`src/hw/rtl/mrrc_pkg.sv`:
```
// Shared types, constants and CRC table for the Modbus RTU request checker.
package mrrc_pkg;

	localparam int unsigned MAX_FRAME = 256;
	localparam int unsigned HDR_LEN   = 7;
	localparam int unsigned LEN_W     = 9;

	localparam logic [15:0] CRC_INIT = 16'hFFFF;

	localparam logic [7:0] FC_READ_LO  = 8'h01;
	localparam logic [7:0] FC_READ_HI  = 8'h04;
	localparam logic [7:0] FC_WR_COIL  = 8'h05;
	localparam logic [7:0] FC_WR_REG   = 8'h06;
	localparam logic [7:0] FC_WR_COILS = 8'h0F;
	localparam logic [7:0] FC_WR_REGS  = 8'h10;

	localparam logic [LEN_W-1:0] FIXED_LEN = LEN_W'(8);
	localparam logic [LEN_W:0]   RD_OVHD   = (LEN_W+1)'(5);
	localparam logic [LEN_W:0]   WR_OVHD   = (LEN_W+1)'(9);

	typedef enum logic [2:0] {
		ST_OK   = 3'd0,
		ST_ADDR = 3'd1,
		ST_FUNC = 3'd2,
		ST_WLEN = 3'd3,
		ST_RLEN = 3'd4,
		ST_CRC  = 3'd5
	} status_t;

	// frame state as seen after the current beat is folded in
	typedef struct packed {
		logic [HDR_LEN-1:0][7:0] hdr;
		logic [LEN_W-1:0]        len;
		logic [15:0]             crc;
		logic                    overlong;
	} frame_sum_t;

	// reflected 0xA001 CRC-16, one nibble
	function automatic logic [15:0] crc_nib(input logic [3:0] idx);
		logic [15:0] v;
		unique case (idx)
			4'h0: v = 16'h0000;
			4'h1: v = 16'hCC01;
			4'h2: v = 16'hD801;
			4'h3: v = 16'h1400;
			4'h4: v = 16'hF001;
			4'h5: v = 16'h3C00;
			4'h6: v = 16'h2800;
			4'h7: v = 16'hE401;
			4'h8: v = 16'hA001;
			4'h9: v = 16'h6C00;
			4'hA: v = 16'h7800;
			4'hB: v = 16'hB401;
			4'hC: v = 16'h5000;
			4'hD: v = 16'h9C01;
			4'hE: v = 16'h8801;
			4'hF: v = 16'h4400;
			default: v = 16'h0000;
		endcase
		return v;
	endfunction

endpackage

```
`src/hw/rtl/mrrc_crc.sv`:
```
// CRC-16 byte update, two nibble table lookups.
module mrrc_crc (
	input  logic [15:0] crc_in,
	input  logic [7:0]  data,
	output logic [15:0] crc_out
);

	logic [15:0] mid;

	always_comb begin
		mid     = {4'h0, crc_in[15:4]} ^ mrrc_pkg::crc_nib(crc_in[3:0] ^ data[3:0]);
		crc_out = {4'h0, mid[15:4]} ^ mrrc_pkg::crc_nib(mid[3:0] ^ data[7:4]);
	end

endmodule

```
`src/hw/rtl/mrrc_frame.sv`:
```
// Per-frame state: running CRC, byte count, header bytes, overlong flag.
module mrrc_frame (
	input  logic                  clk,
	input  logic                  arst_n,
	input  logic                  step,
	input  logic [7:0]            data,
	input  logic                  last,
	output mrrc_pkg::frame_sum_t  sum
);

	logic [15:0]                              crc_q;
	logic [mrrc_pkg::LEN_W-1:0]               count_q;
	logic [mrrc_pkg::HDR_LEN-1:0][7:0]        hdr_q;
	logic                                     overlong_q;
	logic [15:0]                              crc_n;
	logic                                     full;

	mrrc_crc u_crc (
		.crc_in  (crc_q),
		.data    (data),
		.crc_out (crc_n)
	);

	always_comb begin
		full = (count_q == mrrc_pkg::LEN_W'(mrrc_pkg::MAX_FRAME));
		sum.crc = crc_n;
		sum.overlong = overlong_q | full;
		sum.len = full ? count_q : count_q + mrrc_pkg::LEN_W'(1);
		for (int i = 0; i < mrrc_pkg::HDR_LEN; i++) begin
			sum.hdr[i] = (count_q == mrrc_pkg::LEN_W'(i)) ? data : hdr_q[i];
		end
	end

	// final beat folds in, then everything returns to its idle values
	always_ff @(posedge clk or negedge arst_n) begin
		if (!arst_n) begin
			crc_q      <= mrrc_pkg::CRC_INIT;
			count_q    <= '0;
			hdr_q      <= '0;
			overlong_q <= 1'b0;
		end else if (step) begin
			if (last) begin
				crc_q      <= mrrc_pkg::CRC_INIT;
				count_q    <= '0;
				hdr_q      <= '0;
				overlong_q <= 1'b0;
			end else begin
				crc_q      <= sum.crc;
				count_q    <= sum.len;
				hdr_q      <= sum.hdr;
				overlong_q <= sum.overlong;
			end
		end
	end

endmodule

```
`config.mk`:
```
export PLATFORM = sky130hd
export DESIGN_NAME = mrrc_frame
export DESIGN_NICKNAME = d
export VERILOG_FILES = /design/src/hw/rtl/mrrc_pkg.sv /design/src/hw/rtl/mrrc_crc.sv /design/src/hw/rtl/mrrc_frame.sv
export SDC_FILE = /design/constraint.sdc
export NUM_CORES = 1
export LEC_CHECK = 0
export ABC_CLOCK_PERIOD_IN_PS = 2510
export BUFFER_PORTS_ARGS = -buffer_cell sky130_fd_sc_hd__buf_2
export CORE_MARGIN = 8
export CORE_UTILIZATION = 45
export CTS_BUF_LIST = sky130_fd_sc_hd__clkbuf_4 sky130_fd_sc_hd__clkbuf_8
export CTS_CLUSTER_DIAMETER = 100
export DETAILED_ROUTE_END_ITERATION = 8
export PLACE_DENSITY = 0.65
export SYNTH_ARGS = -nofsm -noshare
export SYNTH_HDL_FRONTEND = slang
export SYNTH_SLANG_ARGS = --single-unit
```
`constraint.sdc`:
```
create_clock -name clk -period 2.51 [get_ports clk]
set_clock_uncertainty 0.05 [all_clocks]
set_input_delay 0.1255 -clock clk [delete_from_list [all_inputs] [get_ports clk]]
set_output_delay 0.1255 -clock clk [all_outputs]
set_load 0.1 [all_outputs]
```
==> out/results.tsv <==
metric	value	unit
portBuffers	93	
startpoint_type	flip-flop	
ys_async_sr_fraction	100	%
hpwl	9660	µm
finalSetupViolCount	56	
drv_cap	0	
cts.sinks	82	
grt_busiest_layer	met2	
diodes	0	
placed_cells	690	
worstSetupEndpointType	output port	
seq_area_frac_synth	42.1	%
io_pins	94	
antenna_found_initial	0	
period_minus_slack	2660	ps
synth_cells	483	
clk_path_buf_depth	2	
synthDistinctLibCells	39	
power_per_cell_area	1280	mW/mm²
dieHeight	121	µm
drc	0	
finalWorstSetupSlack	-154	ps
finalHoldViolCount	0	
hold_depth	3	
fmax	375	MHz
gp_congestion	0.780	
cp-endpoint	sum[71]	
synth_nets	499	
startpoint	count_q[4]	
wire_per_inst	21.2	µm
area_growth	53.9	%
vias	4379	
avgSynthCellArea	10.2	µm²
clk_latency	360	ps
drt-total-wl	15700	µm
yosysWarningCount	0	
grt.overflow.total	0	
hold_path_class	input pin to flip-flop	
fin_area	0.00757	mm²
clockRootBuffer	clkbuf_8	
met1_usage	25.9	%
grt_max_degree	43	
status	finished, violations left	
groute.usage.overall	20.6	%
synth_seq_cells	82	
regToRegEndpoint	hdr_q[37]	
worstSetupPathType	flip-flop to output port	
path_clk_slew	80	ps
dr.pass1.iters	5	
crit_required	2330	ps
tightest_slew	658	ps
maxSlewHeadroom	56.0	%
cp_max_fo	6	
core_area	0.0107	mm²
grt_use_met2	34.3	%
reg2regPathDepth	7	
row_count	38	
synth_enable_flop_cells	0	
crit_arrival	2490	ps
htree_levels	3	
ant_nets	0	
drt-initial-drc-count	435	
dieArea	0.0145	mm²
hold_ws	188	ps
finalNonFillerCells	742	
min_period_over_period	106	%
grt_pass1_wl	24000	µm
pre_cts_slack	144	ps
reg2reg_from	count_q[4]	
p_leak	3.30	nW
synth_area	0.00492	mm²
start_util	45.8	%
synthFlopType	dfrtp_1	
finalMaxSlewViolations	0	
tritoncts	yes	
viasPerCell	5.90	
cts_buffers	9	
rsz0062_at_grt	yes	
placed_area	0.00664	mm²
use_met3	3.82	%
vdd_ir_drop_max	2.07	mV
violations	setup timing	
die_x	121	µm
grt_pass1_vias	4471	
nets	614	
drive_gt1_share	50.2	%
rrSetupSlack	120	ps
[synth_stat cells, drive strengths merged, types with 5 or more instances]
library cell  count  area (µm²)
nor2             26        97.6
nand2            65         254
o2bb2ai          51         447
o22a              8        70.1
xor2             10        87.6
mux2             41         462
nand3             5        25.0
xnor2            15         131
inv               7        26.3
dfrtp            66        1650
and3              6        43.8
a221o             8        80.1
buf              22         143
nor3b             8        60.1
a21oi            11        55.1
dfstp            16         420
a22oi            48         360
clkbuf           35         131
[per-stage QoR]
stage | util, % | setup TNS (ps) | power [mW]
floorplan | - | -960 | 6.31
global placement | 61.8 | 0 | 8.14
detailed placement | 61.8 | 0 | 8.22
CTS | 67.4 | -4050 | 9.62
global route | 70.4 | -8540 | 10.0
finish | 70.4 | -4810 | 9.72
[cells by family after synthesis]
kind of cell	count (synthesis)	synth area share, %
AO/OA/AOI/OAI	135	21.9
XOR/XNOR	28	5.85
adder cells (fa/ha/maj)	4	1.02
buffers and inverters	64	6.11
flip-flops	82	42.1
multiplexers	43	9.80
AND/OR/NAND/NOR	127	13.2
[repair_timing]
item	in CTS	in global routing
gates cloned	1	4
hold endpoints to repair	24	0
resized for setup	48	32
pin swaps	8	8
hold buffers	1	0
buffers inserted	14	18
endpoints found under the setup margin	63	66
[metal layers]
metal	routed length, µm	vias up
met1	6380	2224
met3	989	25
met5	0	-
li1	-	1985
met2	8080	145
met4	287	0
[sequential cells by signal, summed over array words and instances, names as in the netlist]
signal and count:
hdr_q 56, overlong_q 1, count_q 9, crc_q 16
[placed cells by master (no fill, tap or decap), drive strengths merged, types with 5 or more instances in the layout]
master,Yosys,final
a22oi,48,48
a221o,8,8
xnor2,15,15
buf,22,156
a21oi,11,11
nand3,5,5
inv,7,6
dfrtp,66,66
xor2,10,10
nand2,65,67
clkbuf,35,10
mux2,41,41
and3,6,6
nor2,26,26
o2bb2ai,51,51
nor3b,8,8
dfstp,16,16
o22a,8,8
[worst max-delay path, cell delays in order (launching register included)]
cell and delay [ps]:
dfrtp_1 380, or4_4 610, buf_4 180, nor4_4 120, buf_4 190, clkbuf_16 150, mux2_4 320, buf_12 170
[final cells by class]
cell class              instances  area, µm²
multi-input cells             339       3010
clock inverters                 6        130
flip-flops and latches         82       2070
inverters                       7       30.0
well taps                     140        175
fillers                       758       3180
clock buffers                   9        124
repair buffers                159       2020
[worst min-delay path by stage]
stage,from,endpoint
2_1_floorplan,arst_n,count_q[0]
3_5_place_dp,arst_n,hdr_q[3]
6_report,step,crc_q[15]
4_1_cts,step,crc_q[15]
3_3_place_gp,arst_n,hdr_q[4]
5_1_grt,step,crc_q[15]
[power breakdown]
group	total [mW]	leakage [nW]	internal, mW	switching (mW)
clock	1.24	0.129	0.752	0.492
combinational	6.61	2.11	2.25	4.35
sequential	1.86	1.06	1.63	0.232
total	9.72	3.30	4.64	5.08
No activity file was read; power rests on OpenSTA's default activity.
